File: config.mk
export PLATFORM = sky130hd
export DESIGN_NAME = rc_satellite_frame_decoder_top
export DESIGN_NICKNAME = d
export VERILOG_FILES = /design/src/hw/rtl/rcsat_pkg.sv /design/src/hw/rtl/rc_satellite_frame_decoder_top.sv /design/src/hw/rtl/rcsat_cfg.sv /design/src/hw/rtl/rcsat_decode.sv /design/src/hw/rtl/rcsat_outbuf.sv
export SDC_FILE = /design/constraint.sdc
export NUM_CORES = 1
export LEC_CHECK = 0
export BUFFER_PORTS_ARGS = -buffer_cell sky130_fd_sc_hd__buf_2
export CAP_MARGIN = 10
export CORE_MARGIN = 2
export CORE_UTILIZATION = 41
export DETAILED_ROUTE_END_ITERATION = 12
export GPL_TIMING_DRIVEN = 0
export MAX_ROUTING_LAYER = met4
export PLACE_DENSITY = 0.6
export SLEW_MARGIN = 30
export SYNTH_ARGS = -nofsm -noshare
export SYNTH_HDL_FRONTEND = slang
export SYNTH_SLANG_ARGS = --single-unit
export TNS_END_PERCENT = 30
File: constraint.sdc
create_clock -name clk_i -period 8.5 [get_ports clk_i]
set_clock_uncertainty 0.15 [all_clocks]
set_input_delay 0.85 -clock clk_i [delete_from_list [all_inputs] [get_ports clk_i]]
set_output_delay 0.85 -clock clk_i [all_outputs]
set_load 0.01 [all_outputs]
File: src/hw/rtl/rcsat_pkg.sv
`timescale 1ns / 1ps
// ----------------------------------------------------------------------------
// rcsat_pkg
// Types and constants shared by the satellite receiver frame decoder.
// ----------------------------------------------------------------------------
package rcsat_pkg;

  localparam int unsigned NumChannelsDef = 9;
  localparam int unsigned FrameBytesDef  = 16;

  localparam int unsigned OutChans   = 9;
  localparam int unsigned ChanW      = 12;
  localparam int unsigned RawW       = 11;
  localparam int unsigned IdW        = 5;
  localparam int unsigned OffsetW    = 11;
  localparam int unsigned TimeoutW   = 15;
  localparam int unsigned TicksW     = 16;
  localparam int unsigned CfgIdxW    = 2;
  localparam int unsigned CfgDataW   = 16;

  localparam logic [OffsetW-1:0]  OffsetRst  = OffsetW'(342);
  localparam logic [TimeoutW-1:0] TimeoutRst = TimeoutW'(1000);

  typedef enum logic [CfgIdxW-1:0] {
    CFG_VALUE_OFFSET = 2'd0,
    CFG_TIMEOUT_MS   = 2'd1
  } cfg_idx_e;

  typedef enum logic {
    ACT_BYTE = 1'b0,
    ACT_TICK = 1'b1
  } action_e;

  typedef struct packed {
    logic       action;
    logic [7:0] data_byte;
  } rcsat_in_t;

  typedef struct packed {
    logic signed [ChanW-1:0] chan0;
    logic signed [ChanW-1:0] chan1;
    logic signed [ChanW-1:0] chan2;
    logic signed [ChanW-1:0] chan3;
    logic signed [ChanW-1:0] chan4;
    logic signed [ChanW-1:0] chan5;
    logic signed [ChanW-1:0] chan6;
    logic signed [ChanW-1:0] chan7;
    logic signed [ChanW-1:0] chan8;
    logic                    frame_done;
    logic                    link_ok;
  } rcsat_out_t;

  typedef struct packed {
    logic [OffsetW-1:0]  value_offset;
    logic [TimeoutW-1:0] timeout_ms;
  } rcsat_cfg_t;

endpackage

File: src/hw/rtl/rc_satellite_frame_decoder_top.sv
`timescale 1ns / 1ps
// a result beat is registered at the output, or in the skid stage while it stalls
// throughput: one item per cycle while in_stall_o is low; the result register
//   plus a one-entry skid stage take one stalled beat before in_stall_o rises
// reset: asynchronous active low; clears channels, byte position, pair latch,
//   tick count, output valids; offset and timeout return to 342 and 1000
// ----------------------------------------------------------------------------
// rc_satellite_frame_decoder_top
// Decodes 16-byte satellite receiver frames into nine channel values and
// tracks link health from a millisecond tick.
// ----------------------------------------------------------------------------
module rc_satellite_frame_decoder_top import rcsat_pkg::*; #(
  parameter int unsigned NUM_CHANNELS = NumChannelsDef,
  parameter int unsigned FRAME_BYTES  = FrameBytesDef
) (
  input  logic                clk_i,
  input  logic                rst_ni,
  input  logic                in_valid_i,
  output logic                in_stall_o,
  input  rcsat_in_t           in_data_i,
  output logic                out_valid_o,
  input  logic                out_stall_i,
  output rcsat_out_t          out_data_o,
  input  logic                cfg_valid_i,
  output logic                cfg_ready_o,
  input  logic [CfgIdxW-1:0]  cfg_index_i,
  input  logic [CfgDataW-1:0] cfg_data_i
);

  rcsat_cfg_t cfg;
  rcsat_out_t result;
  logic       accept;
  logic       full;

  assign cfg_ready_o = 1'b1;
  assign in_stall_o  = full;
  assign accept      = in_valid_i && !full;

  rcsat_cfg u_cfg (
    .clk_i       (clk_i),
    .rst_ni      (rst_ni),
    .cfg_valid_i (cfg_valid_i),
    .cfg_index_i (cfg_index_i),
    .cfg_data_i  (cfg_data_i),
    .cfg_o       (cfg)
  );

  rcsat_decode #(
    .NUM_CHANNELS (NUM_CHANNELS),
    .FRAME_BYTES  (FRAME_BYTES)
  ) u_decode (
    .clk_i     (clk_i),
    .rst_ni    (rst_ni),
    .accept_i  (accept),
    .in_data_i (in_data_i),
    .cfg_i     (cfg),
    .result_o  (result)
  );

  rcsat_outbuf u_outbuf (
    .clk_i       (clk_i),
    .rst_ni      (rst_ni),
    .push_i      (accept),
    .push_data_i (result),
    .full_o      (full),
    .out_valid_o (out_valid_o),
    .out_stall_i (out_stall_i),
    .out_data_o  (out_data_o)
  );

endmodule

File: src/hw/rtl/rcsat_cfg.sv
`timescale 1ns / 1ps
// ----------------------------------------------------------------------------
// rcsat_cfg
// Configuration registers: value offset and link timeout.
// ----------------------------------------------------------------------------
module rcsat_cfg import rcsat_pkg::*; (
  input  logic                clk_i,
  input  logic                rst_ni,
  input  logic                cfg_valid_i,
  input  logic [CfgIdxW-1:0]  cfg_index_i,
  input  logic [CfgDataW-1:0] cfg_data_i,
  output rcsat_cfg_t          cfg_o
);

  rcsat_cfg_t cfg_q, cfg_d;

  always_comb begin
    cfg_d = cfg_q;
    if (cfg_valid_i) begin
      case (cfg_idx_e'(cfg_index_i))
        CFG_VALUE_OFFSET: cfg_d.value_offset = cfg_data_i[OffsetW-1:0];
        CFG_TIMEOUT_MS:   cfg_d.timeout_ms   = cfg_data_i[TimeoutW-1:0];
        default: ;
      endcase
    end
  end

  always_ff @(posedge clk_i or negedge rst_ni) begin
    if (!rst_ni) begin
      cfg_q.value_offset <= OffsetRst;
      cfg_q.timeout_ms   <= TimeoutRst;
    end else begin
      cfg_q <= cfg_d;
    end
  end

  assign cfg_o = cfg_q;

endmodule

File: src/hw/rtl/rcsat_decode.sv
`timescale 1ns / 1ps
// ----------------------------------------------------------------------------
// rcsat_decode
// Frame byte counter, word assembly, channel store and tick counter.
// Produces the result beat from the updated state in the accept cycle.
// ----------------------------------------------------------------------------
module rcsat_decode import rcsat_pkg::*; #(
  parameter int unsigned NUM_CHANNELS = NumChannelsDef,
  parameter int unsigned FRAME_BYTES  = FrameBytesDef
) (
  input  logic       clk_i,
  input  logic       rst_ni,
  input  logic       accept_i,
  input  rcsat_in_t  in_data_i,
  input  rcsat_cfg_t cfg_i,
  output rcsat_out_t result_o
);

  localparam int unsigned PosW = $clog2(FRAME_BYTES);

  logic [PosW-1:0]   pos_q, pos_d;
  logic [7:0]        high_q, high_d;
  logic [TicksW-1:0] ticks_q, ticks_d;
  logic [ChanW-1:0]  store_q [NUM_CHANNELS];
  logic [ChanW-1:0]  store_d [NUM_CHANNELS];

  logic              is_tick;
  logic              last_byte;
  logic              word_done;
  logic [IdW-1:0]    word_id;
  logic [ChanW-1:0]  word_val;
  logic              done;
  logic [ChanW-1:0]  chans [OutChans];

  assign is_tick   = (action_e'(in_data_i.action) == ACT_TICK);
  assign last_byte = (pos_q == PosW'(FRAME_BYTES - 1));
  // second byte of a pair, past the two header bytes
  assign word_done = !is_tick && (pos_q >= PosW'(2)) && pos_q[0];
  assign word_id   = high_q[7:3];
  assign word_val  = {1'b0, high_q[2:0], in_data_i.data_byte}
                   - {1'b0, cfg_i.value_offset};
  assign done      = !is_tick && last_byte;

  always_comb begin
    pos_d   = pos_q;
    high_d  = high_q;
    ticks_d = ticks_q;
    if (is_tick) begin
      if (ticks_q != '1) begin
        ticks_d = ticks_q + TicksW'(1);
      end
    end else begin
      if ((pos_q >= PosW'(2)) && !pos_q[0]) begin
        high_d = in_data_i.data_byte;
      end
      if (last_byte) begin
        pos_d   = '0;
        ticks_d = '0;
      end else begin
        pos_d = pos_q + PosW'(1);
      end
    end
  end

  always_comb begin
    for (int k = 0; k < NUM_CHANNELS; k++) begin
      store_d[k] = store_q[k];
      if (word_done && (word_id == IdW'(k))) begin
        store_d[k] = word_val;
      end
    end
  end

  always_ff @(posedge clk_i or negedge rst_ni) begin
    if (!rst_ni) begin
      pos_q   <= '0;
      high_q  <= '0;
      ticks_q <= '0;
      for (int k = 0; k < NUM_CHANNELS; k++) begin
        store_q[k] <= '0;
      end
    end else if (accept_i) begin
      pos_q   <= pos_d;
      high_q  <= high_d;
      ticks_q <= ticks_d;
      for (int k = 0; k < NUM_CHANNELS; k++) begin
        store_q[k] <= store_d[k];
      end
    end
  end

  // outputs past the configured channel count read as zero
  always_comb begin
    for (int k = 0; k < OutChans; k++) begin
      chans[k] = '0;
      if (k < NUM_CHANNELS) begin
        chans[k] = store_d[k];
      end
    end
  end

  always_comb begin
    result_o.chan0      = chans[0];
    result_o.chan1      = chans[1];
    result_o.chan2      = chans[2];
    result_o.chan3      = chans[3];
    result_o.chan4      = chans[4];
    result_o.chan5      = chans[5];
    result_o.chan6      = chans[6];
    result_o.chan7      = chans[7];
    result_o.chan8      = chans[8];
    result_o.frame_done = done;
    result_o.link_ok    = (ticks_d <= {1'b0, cfg_i.timeout_ms});
  end

endmodule

File: src/hw/rtl/rcsat_outbuf.sv
`timescale 1ns / 1ps
// ----------------------------------------------------------------------------
// rcsat_outbuf
// Result register with a skid stage, so the input side can take one more beat
// while a result waits at the output.
// ----------------------------------------------------------------------------
module rcsat_outbuf import rcsat_pkg::*; (
  input  logic       clk_i,
  input  logic       rst_ni,
  input  logic       push_i,
  input  rcsat_out_t push_data_i,
  output logic       full_o,
  output logic       out_valid_o,
  input  logic       out_stall_i,
  output rcsat_out_t out_data_o
);

  logic       out_valid_q, out_valid_d;
  logic       skid_valid_q, skid_valid_d;
  rcsat_out_t out_q, out_d;
  rcsat_out_t skid_q, skid_d;
  logic       pop;

  assign pop = out_valid_q && !out_stall_i;

  always_comb begin
    out_valid_d  = out_valid_q;
    skid_valid_d = skid_valid_q;
    out_d        = out_q;
    skid_d       = skid_q;
    if (!out_valid_q || pop) begin
      if (skid_valid_q) begin
        out_d        = skid_q;
        out_valid_d  = 1'b1;
        skid_valid_d = 1'b0;
      end else begin
        out_d       = push_data_i;
        out_valid_d = push_i;
      end
    end else if (push_i) begin
      skid_d       = push_data_i;
      skid_valid_d = 1'b1;
    end
  end

  always_ff @(posedge clk_i or negedge rst_ni) begin
    if (!rst_ni) begin
      out_valid_q  <= 1'b0;
      skid_valid_q <= 1'b0;
    end else begin
      out_valid_q  <= out_valid_d;
      skid_valid_q <= skid_valid_d;
    end
  end

  always_ff @(posedge clk_i) begin
    out_q  <= out_d;
    skid_q <= skid_d;
  end

  assign full_o      = skid_valid_q;
  assign out_valid_o = out_valid_q;
  assign out_data_o  = out_q;

endmodule

After elaboration in Yosys (flattened, before gate mapping)
Index checks and enable logic that the tools add are counted.
W data, S select, Z words.
{ "word_totals": {"ff_bits": 384, "in_bits": 32, "output_inout_bits": 113, "wordCells": 102} }
{ "classes": {"n_addsub": 3, "magnitude_cmp": 2, "n_eq_ne": 11, "mux": 17, "bitwise": 2, "reduce_logical": 29} }
{ "ops": {"columns": ["operator", "count"], "rows": [
  ["$mux W110", 1],
  ["$mux W12", 9],
  ["$mux W16", 3],
  ["$eq A5 B3 Y1 const B", 4],
  ["$add A16 B1 Y16 const B", 1],
  ["$le A16 B15 Y1", 1],
  ["$ne A16 B16 Y1 const B", 1],
  ["$logic_and A1 B1 Y1", 15],
  ["$sub A11 B11 Y12", 1],
  ["$eq A5 B2 Y1 const B", 2],
  ["$reduce_and A2 Y1", 4],
  ["$eq A5 B1 Y1 const B", 1],
  ["$eq A5 B4 Y1 const B", 1],
  ["$logic_not A1 Y1", 5],
  ["$logic_not A5 Y1", 1],
  ["$add A4 B1 Y4 const B", 1],
  ["$eq A4 B4 Y1 const B", 1],
  ["$ge A4 B2 Y1 const B", 1],
  ["$mux W4", 1],
  ["$mux W1", 3],
  ["$reduce_and A3 Y1", 1],
  ["$eq A2 B1 Y1 const B", 1],
  ["$logic_not A2 Y1", 1],
  ["$not A1 Y1", 2],
  ["2 further kinds", 2]
]} }

Depth between registers and ports, before layout
Gate-level depths: netlist of run 1.
{ "depth": {"depth_word": 6, "mapped_depth": 15, "ltp_nobuf": 14} }

Cells and area by module
From an unflattened synthesis of run 1, not the netlist that was laid out.
{ "hier_totals": {"cells_unflattened": 1386, "area_unflattened_um2": 17091.4} }
{ "by_module_without_submodules": {"columns": ["mod", "instances", "cells_each", "area_per_inst_um2", "seq_area_each_um2"], "rows": [
  ["rcsat_outbuf", 1, 348, 8036.5, 6656.4],
  ["rcsat_decode", 1, 979, 7980.2, 3403.3],
  ["rcsat_cfg", 1, 56, 1049.8, 664.4],
  ["rc_satellite_frame_decoder_top", 1, 3, 25.0, 0.0]
]} }

Worst setup path before layout of run 1
No wires, ideal clock.
{ "synth_timing": {"path_kind": "input-to-reg", "from": "in out_stall_i", "to": "reg u_outbuf.skid_q[0] in the netlist's numbering (enable)", "setup_time_ps": 581, "t_arrival_ps": 8253, "slack_ps": -484, "cell_stages": 2, "path_buffers": 0, "cell_sequence": "nand2_1 > nor2_1"} }
{ "synth_via": {"elab_chain_len": 5} }
{ "synth_lines": {"columns": ["element", "line", "text"], "rows": [
  ["start, declared", "rc_satellite_frame_decoder_top.sv:22", "input logic out_stall_i,"],
  ["$logic_not A1 Y1", "rcsat_outbuf.sv:24", "assign pop = out_valid_q && !out_stall_i;"],
  ["$logic_and A1 B1 Y1", "rcsat_outbuf.sv:24", null],
  ["$logic_or A1 B1 Y1", "rcsat_outbuf.sv:31", "if (!out_valid_q || pop) begin"],
  ["$not A1 Y1 (no line)", null, null],
  ["$reduce_and A2 Y1 (no line)", null, null],
  ["end signal, assigned", "rcsat_outbuf.sv:58", "skid_q <= skid_d;"],
  ["end, declared", "rcsat_outbuf.sv:21", "rcsat_out_t skid_q, skid_d;"]
]} }
No other way between the ends.
A chain may end at the register's enable or synchronous reset.

Final worst setup path of run 1
{ "layout_timing": {"from": "reg u_decode.pos_q[0]", "to": "reg u_outbuf.out_q, in the netlist u_outbuf.out_data_o[0] (data pin)"} }
{ "layout_via": {"elab_chain_len": 5} }
{ "layout_lines": {"columns": ["element", "line", "text"], "rows": [
  ["start, declared", "rcsat_decode.sv:21", "logic [PosW-1:0] pos_q, pos_d;"],
  ["start signal, assigned", "rcsat_decode.sv:83", "pos_q <= pos_d;"],
  ["$eq A4 B4 Y1", "rcsat_decode.sv:36", "assign last_byte = (pos_q == PosW'(FRAME_BYTES - 1));"],
  ["$mux W16", "rcsat_decode.sv:56", "if (last_byte) begin"],
  ["$mux W16", "rcsat_decode.sv:48", "if (is_tick) begin"],
  ["via u_decode.ticks_d[13]", "rcsat_decode.sv:23", "logic [TicksW-1:0] ticks_q, ticks_d;"],
  ["$le A16 B15 Y1", "rcsat_decode.sv:113", "result_o.link_ok = (ticks_d <= {1'b0, cfg_i.timeout_ms});"],
  ["$mux W110", "rcsat_outbuf.sv:32", "if (skid_valid_q) begin"],
  ["end signal, assigned", "rcsat_outbuf.sv:57", "out_q <= out_d;"],
  ["end, declared", "rcsat_outbuf.sv:20", "rcsat_out_t out_q, out_d;"]
]} }
The timed path passes the listed nets, and every way through them passes these cells.

==> summary.txt, run 1 <==
Route
  • Antenna viol nets, final: 0
  • Vias per cell: 5.46
  • Drt pass-1 iters: 7
  • Drt drc: 0
  • WL final: between 40 and 50 mm
  • Initial DRC Count: roughly 730
  • Routed vias: approximately 12000
  • Routed length per instance: between 15 and 20 um

Timing
  • Min Clock Period, post-route: 4.37 ns
  • RSZ-0062 raised after global routing: false
  • Max Freq: around 230 MHz
  • Slew Viols, Final: 0
  • Worst-margin pin slew: around 1.0 ns
  • Hold WS: between 0.03 and 0.04 ns
  • Fin. Hold Viols: 0
  • Final Setup Violations: 0
  • Setup tns final: 0 ns
  • Ratio of final minimum period to clock period: around half
  • Worst slew margin: roughly 30%

Clocking
  • Postcts setup bufs: 0
  • Post-CTS Hold Fix Bufs: 0
  • Clock Tree Buf Depth: 3
  • CTS resizes: 0
  • Total clock sinks: around 380
  • Clk_lat worst skew: 0.58 ns
  • TritonCTS clock tree: built
  • Clock Pin Slew Worst Setup and Hold Paths: around 0.060 ns
  • H-tree levels: 2
  • Root buffer cell: clkbuf_16
  • CTS buffer count: 42

Power and ir drop
  • Peak VDD IR: around 0.17 mV
  • Sequential share of power: 43.9%
  • Switching Share: between 30% and 40%
  • Cell Int Power: about 4 mW
  • P_sw: about 2 mW
  • Clock share of power: between 20% and 30%
  • Comb pwr share: 26.7%
  • Leakage power: around 8.3 nW
  • Power Density: roughly 300 mW/mm^2

Global route
  • Number of global-route vias before repair: around 12000
  • First-pass GRT wire length: a little under 70 mm
  • GRT Util Overall: 20.9%
  • Remaining Overflow, GRT: 0
  • Largest net degree at the start of global routing: 89
  • Initial antenna violation count: 2

Synth
  • Main flop type after synthesis: edfxtp_1
  • Number of synthesized flops with an enable pin: 220
  • Synth top area cells: edfxtp_1 38%, dfrtp_1 22%, mux2_2 8.5%
  • Syn nets: ~1500
  • Synth warn: 0
  • Syn_area_per_cell: ~12 um^2
  • Synthesized instance count: approximately 1500
  • Mapped cell area: 0.0173 mm^2
  • FF+latch count, synth: around 380
  • Top-area cell type share of the netlist area: a little under two fifths
  • Async set-reset flop share out of synthesis: a little over two fifths
  • Distinct cells, synth: 63
  • Leading area contributor after synthesis: edfxtp_1
  • Post-synthesis sequential area ratio: 62.0%

Layout
  • Share of layout cells above drive strength 1: 23.7%
  • Final net count: around 1700
  • Fillers: about 3800
  • Final cell count without fillers: 2232
  • Most frequent cells in the layout: 238 x nand2_1, 220 x edfxtp_1, 192 x o21ai_0
  • Post-route cell area: 0.0204 mm^2
  • Leading cell type in the layout, fill and taps excluded: nand2_1
  • Layout area overhead: 17.8%

Floorplan
  • FP Rows: 75
  • Die Y: 209 um
  • Core Area: 0.0418 mm^2
  • Ports: about 150
  • Die W: approximately 210 um
  • Die area: around 0.044 mm^2
  • Initial core utilization: between 40% and 50%

Placement
  • PortBufs: 142
  • HPWL reported at the end of detailed placement: roughly 32 mm
  • Placer Congestion: approximately 0.87
  • Placed Instance Area: about 0.019 mm^2
  • Placed cell count: around 2200

Worst setup path
  • Critical Path AT: roughly 4.6 ns
  • Critical setup path kind: reg2reg
  • CP startpoint kind: flip-flop
  • Crit path required time: 8.69 ns
  • CP Capture Type: flip-flop
  • Worst-path maximum fanout: 10

Run
  • MaxCap Viol Count: 0

Worst hold path
  • Tightest Hold Check Type: in2async

Status
  • Status: finished clean
[metrics by stage]
step / util (%) / power, mW / setup slack [ns]
finish: 48.8 / 6.09 / 4.13
global route: 48.8 / 6.42 / 3.72
CTS: 48.7 / 6.12 / 4.14
detailed placement: 45.5 / 4.31 / 3.89
global placement: 44.7 / 4.24 / -2.55
floorplan: - / 3.67 / 0.805
[per-layer routing]
| metal | vias up | global-route usage, % | share of wire (%) |
|---|---|---|---|
| met1 | 5972 | 27.4 | 45 |
| met4 | 0 | 7.59 | 3.3 |
| li1 | 5768 | - | - |
| met3 | 92 | 3.88 | 5.2 |
| met5 | - | - | 0 |
| met2 | 349 | 32.7 | 47 |
[synth_stat cells, drive strengths merged (4+ instances only)]
cell    instances
nor3b           4
or3             5
dfstp          11
nor2           27
dfrtp         153
mux2i           4
o31ai          57
and2           30
o21a           11
a31oi          39
inv            37
nand2         239
o311ai          7
clkbuf         67
nor4            6
o21ai         198
nand3          33
nor3            9
and3           11
nand4          12
ha             29
mux2          130
xnor2           4
a211o           5
edfxtp        220
nand2b          7
a21oi          27
buf            32
nor2b           8
[sequential cells by signal (all words and copies together), names as in the netlist]
signal and flops:
u_decode.store_q 108, u_decode.ticks_q 16, u_outbuf.skid_q 110, u_decode.high_q 8, u_decode.pos_q 4, u_outbuf.full_o 1, u_outbuf.out_data_o 110, u_outbuf.out_valid_o 1
u_cfg.cfg_o 26
[critical path: stages, from the launching register on]
cell	delay, ns
dfrtp_1	0.43
ha_1	0.25
nand3_1	0.13
nand2b_1	0.12
clkbuf_1	0.41
inv_1	0.25
buf_1	0.31
nor3_1	0.34
ha_1	0.32
a2111oi_0	0.53
o21ai_0	0.17
o31a_1	0.38
o31ai_1	0.36
[cells by family (layout without fill, tap and decap cells)]
| logic type | count (synthesis) | count (layout) | synth area share, % |
|---|---|---|---|
| adder cells (fa/ha/maj) | 30 | 30 | 2.21 |
| other | 1 | 3 | 0.0217 |
| AND/OR/NAND/NOR | 403 | 403 | 10.9 |
| flip-flops | 384 | 384 | 62.0 |
| buffers and inverters | 136 | 366 | 3.20 |
| multiplexers | 134 | 134 | 8.69 |
| XOR/XNOR | 6 | 6 | 0.304 |
| AO/OA/AOI/OAI | 367 | 367 | 12.7 |
[path summary, 6_finish.rpt]
check | start | to | slack [ns] | depth (start not counted)
hold / removal | rst_ni | u_decode.store_q[8] | 0.04 | 1
min in group clk_i | u_decode.store_q[44] | u_decode.store_q[44] | 0.33 | 2
setup reg to reg | u_decode.pos_q[0] | u_outbuf.out_data_o[0] | 4.13 | 12
setup / recovery | u_decode.pos_q[0] | u_outbuf.out_data_o[0] | 4.13 | 12
max in group asynchronous | rst_ni | u_cfg.cfg_o[23] | 7.45 | 2
hold reg to reg | u_decode.store_q[44] | u_decode.store_q[44] | 0.33 | 2
[power by group through the flow]
stage	sequential [mW]	clock, mW	combinational, mW
floorplan	2.74	0	0.931
global placement	2.70	0	1.54
detailed placement	2.71	0	1.60
CTS	2.67	1.83	1.62
global route	2.72	1.90	1.80
finish	2.67	1.80	1.62
[area by class of cell]
class	count	area, um^2	area share, %
tap	539	674	3.31
multi-input combinational	941	6090	29.9
antenna	2	5.00	0.0246
inverter	37	139	0.682
sequential	384	10700	52.6
clock buffer	62	1160	5.67
timing repair buffer	152	976	4.79
clock inverter	16	196	0.964
buffer	99	415	2.04
No activity file was read; power rests on OpenSTA's default activity.
==> run 2, diff against run 1 <==
--- a/config.mk
+++ b/config.mk
@@ -12,7 +12,7 @@
 export DETAILED_ROUTE_END_ITERATION = 12
 export GPL_TIMING_DRIVEN = 0
 export MAX_ROUTING_LAYER = met4
-export PLACE_DENSITY = 0.6
+export PLACE_DENSITY = 0.58
 export SLEW_MARGIN = 30
 export SYNTH_ARGS = -nofsm -noshare
 export SYNTH_HDL_FRONTEND = slang
==> constraint.sdc (replaced) <==
create_clock -name clk_i -period 4.1 [get_ports clk_i]
set_clock_uncertainty 0.15 [all_clocks]
set_input_delay 0.41 -clock clk_i [delete_from_list [all_inputs] [get_ports clk_i]]
set_output_delay 0.41 -clock clk_i [all_outputs]
set_load 0.01 [all_outputs]
==> run 2 against run 1 <==
Effect of this change: critical path depth unchanged; final cell count up 0.85%; cell area up 0.96%; largest power group unchanged; clock power up 110%; die area unchanged; wire length up 1.6%; sequential power up 110%.
==> summary.txt, run 2 (same netlist as run 1, synthesis figures left out) <==
Worst hold path
  • Tightest Hold Check Type: in2reg
  • Worst hold stages: 2
  • Hold EP: u_decode.high_q[5]
  • Min-delay src: in_data_i[5]

Floorplan
  • Die W: 209 um (unchanged)
  • Die Y: 209 um (unchanged)
  • Core Area: 0.0418 mm^2 (unchanged)
  • Die area: 0.0439 mm^2 (unchanged)
  • Ports: 145 (unchanged)
  • FP Rows: 75 (unchanged)
  • Initial core utilization: 41.4% (unchanged)

Clocking
  • TritonCTS clock tree: built
  • H-tree levels: 2 (unchanged)
  • Clk_lat worst skew: 0.56 ns (-0.02 ns)
  • Clock Tree Buf Depth: 3 (unchanged)
  • Clock Pin Slew Worst Setup and Hold Paths: 0.06 ns (about the same)
  • Root buffer cell: clkbuf_16
  • Total clock sinks: 384 (unchanged)
  • Postcts setup bufs: 0 (unchanged)
  • CTS buffer count: 43 (+2.4%)

Global route
  • Initial antenna violation count: 1 (-1)
  • Number of global-route vias before repair: 11700 (-2.5%)
  • GRT Util Overall: 21.2% (+0.24 points)
  • Remaining Overflow, GRT: 0 (unchanged)
  • Largest net degree at the start of global routing: 74 (-17%)
  • First-pass GRT wire length: 69.0 mm (+0.38%)

Worst setup path
  • CP top delay family: buffers and inverters
  • Worst Reg-to-Reg Cells: 14 (+2)
  • Worst-path maximum fanout: 10 (unchanged)
  • Worst stage delay on the critical path: 0.62 ns (+0.09 ns)
  • CP startpoint kind: input pin
  • Crit path required time: 4.22 ns (-4.47 ns)
  • CP cell instances: dlygate4sd3_1 -> buf_2 -> inv_1 -> ha_1 -> fa_1 -> nor2b_1 -> o2111ai_1 -> a21oi_1 -> nor3_1 -> nor3b_4 -> clkbuf_1 -> o21ai_0
  • Critical Path AT: 4.02 ns (-0.54 ns)
  • Reg2reg start: u_decode.ticks_q[4]
  • Critical setup path kind: in2reg
  • Worst Path Buf+Inv: 4 (+1)
  • RR Endpoint: u_outbuf.out_data_o[0]
  • Register-to-register setup slack: 0.21 ns (-3.92 ns)
  • CP Capture Type: flip-flop
  • Slowest CP cell: nor3b_4

Timing
  • Final Setup Violations: 0 (unchanged)
  • Fin. Hold Viols: 0 (unchanged)
  • Hold WS: 0.0322 ns (-0.00665 ns)
  • Slew Viols, Final: 0 (unchanged)
  • Ratio of final minimum period to clock period: a little over nine tenths
  • RSZ-0062 raised after global routing: true
  • Max Freq: approximately 260 MHz
  • Min Clock Period, post-route: around 3.9 ns
  • Worst slew margin: 36.0% (+6.3 points)
  • Post-route setup slack: 0.204 ns (-3.93 ns)
  • Worst-margin pin slew: 0.947 ns (-0.102 ns)

Placement
  • Placer Congestion: 0.851 (-1.8%)
  • Pre-CTS setup slack: -0.239 ns (-4.12 ns)
  • PortBufs: 142 (unchanged)
  • HPWL reported at the end of detailed placement: 31.5 mm (about the same)
  • Placed cell count: 2150 (-0.046%)

Power and ir drop
  • Power Density: 618 mW/mm^2 (+110%)
  • Leakage power: 8.43 nW (+1.2%)
  • Peak VDD IR: 0.339 mV (+96%)

Route
  • WL final: 44.9 mm (+1.6%)
  • Metal2 WL: 20.9 mm (+0.60%)
  • Max Used Layer: met4
  • Met1 WL: 20.3 mm (+3.2%)
  • Routed vias: 12200 (+0.30%)
  • Initial DRC Count: 716 (-2.3%)
  • Routed length per instance: 19.9 um (+0.71%)
  • Vias per cell: 5.43 (-0.55%)
  • Drt drc: 0 (unchanged)
  • Antenna viol nets, final: 0 (unchanged)
  • Drt pass-1 iters: 7 (unchanged)
  • Met3 WL: 2.27 mm (-1.9%)

Run
  • MaxCap Viol Count: 0 (unchanged)

Layout
  • Leading cell type in the layout, fill and taps excluded: nand2_1
  • Most frequent cells in the layout: 238 x nand2_1, 220 x edfxtp_1, 192 x o21ai_0
  • Layout area overhead: 18.9%
  • Final cell count without fillers: 2251 (+0.85%)
  • Share of layout cells above drive strength 1: 23.8% (+0.13 points)
  • Final net count: 1740 (+1.2%)

Status
  • Status: finished clean
## run 2: changes by cell type in the layout (fill, tap and decap cells not counted), moves of 2 or more
cell	delta
clkbuf_8	+5
dlygate4sd3_1	+22
clkinv_2	+3
buf_16	-2
clkinv_1	-3
clkbuf_1	-4
## run 2: area by class of cell
class | instances | area, um^2
diodes | 1 | 2.50
plain buffers | 98 | 412
clock buffers | 65 | 1240
clock inverters | 13 | 120
fillers | 3706 | 21200
inverters | 37 | 139
multi-input cells | 941 | 6100
flip-flops and latches | 384 | 10700
well taps | 539 | 674
repair buffers | 173 | 1160
## run 2: worst max-delay path by stage
stage / startpoint / endpoint / depth (start not counted) / slack (ns)
6_report: in_data_i[0] / u_outbuf.skid_q[96] / 12 / 0.20
5_1_grt: u_decode.ticks_q[4] / u_outbuf.out_data_o[0] / 14 / -0.07
4_1_cts: u_decode.pos_q[1] / u_outbuf.out_data_o[0] / 11 / 0.10
3_5_place_dp: u_decode.pos_q[0] / u_outbuf.out_data_o[0] / 12 / -0.24
3_3_place_gp: out_stall_i / u_outbuf.skid_q[62] / 3 / -0.79
2_1_floorplan: u_outbuf.out_valid_o / u_outbuf.skid_q[0] / 2 / 0.61
## run 2: worst register-to-register path: cells and delay by family (launching register included)
| kind | cells | cell delay (ns) |
|---|---|---|
| flops | 1 | 0.45 |
| buf+inv | 2 | 0.48 |
| simple gates | 3 | 0.58 |
| fa+ha+maj | 1 | 0.29 |
| compound gates | 8 | 1.77 |
## run 2: what timing repair did
action,CTS,global route
resized for setup,2,3
endpoints found under the setup margin,2,16
hold buffers,22,0
hold endpoints to repair,124,0
cloned,0,0
## run 2: per-layer routing
| metal | vias to the layer above | GRT usage, % |
|---|---|---|
| met3 | 85 | 3.91 |
| met2 | 326 | 32.9 |
| met4 | 0 | 7.02 |
| met5 | - | - |
| met1 | 6012 | 28.2 |
| li1 | 5794 | - |
## run 2: stage by stage
stage	total power, mW	utilization (%)	TNS, ns	instance area (um^2)
2_1_floorplan	7.60	-	0	17300
3_3_place_gp	8.80	44.8	-149.24	18700
3_5_place_dp	8.94	45.4	-0.239	19000
4_1_cts	12.7	49.2	0	20500
5_1_grt	13.4	49.3	-0.0719	20600
6_report	12.7	49.3	0	20600
## run 2: power by group
group / total, mW / switching (mW) / internal (mW)
combinational: 3.41 / 2.21 / 1.20
clock: 3.76 / 1.55 / 2.21
sequential: 5.53 / 0.383 / 5.15
total: 12.7 / 4.15 / 8.55
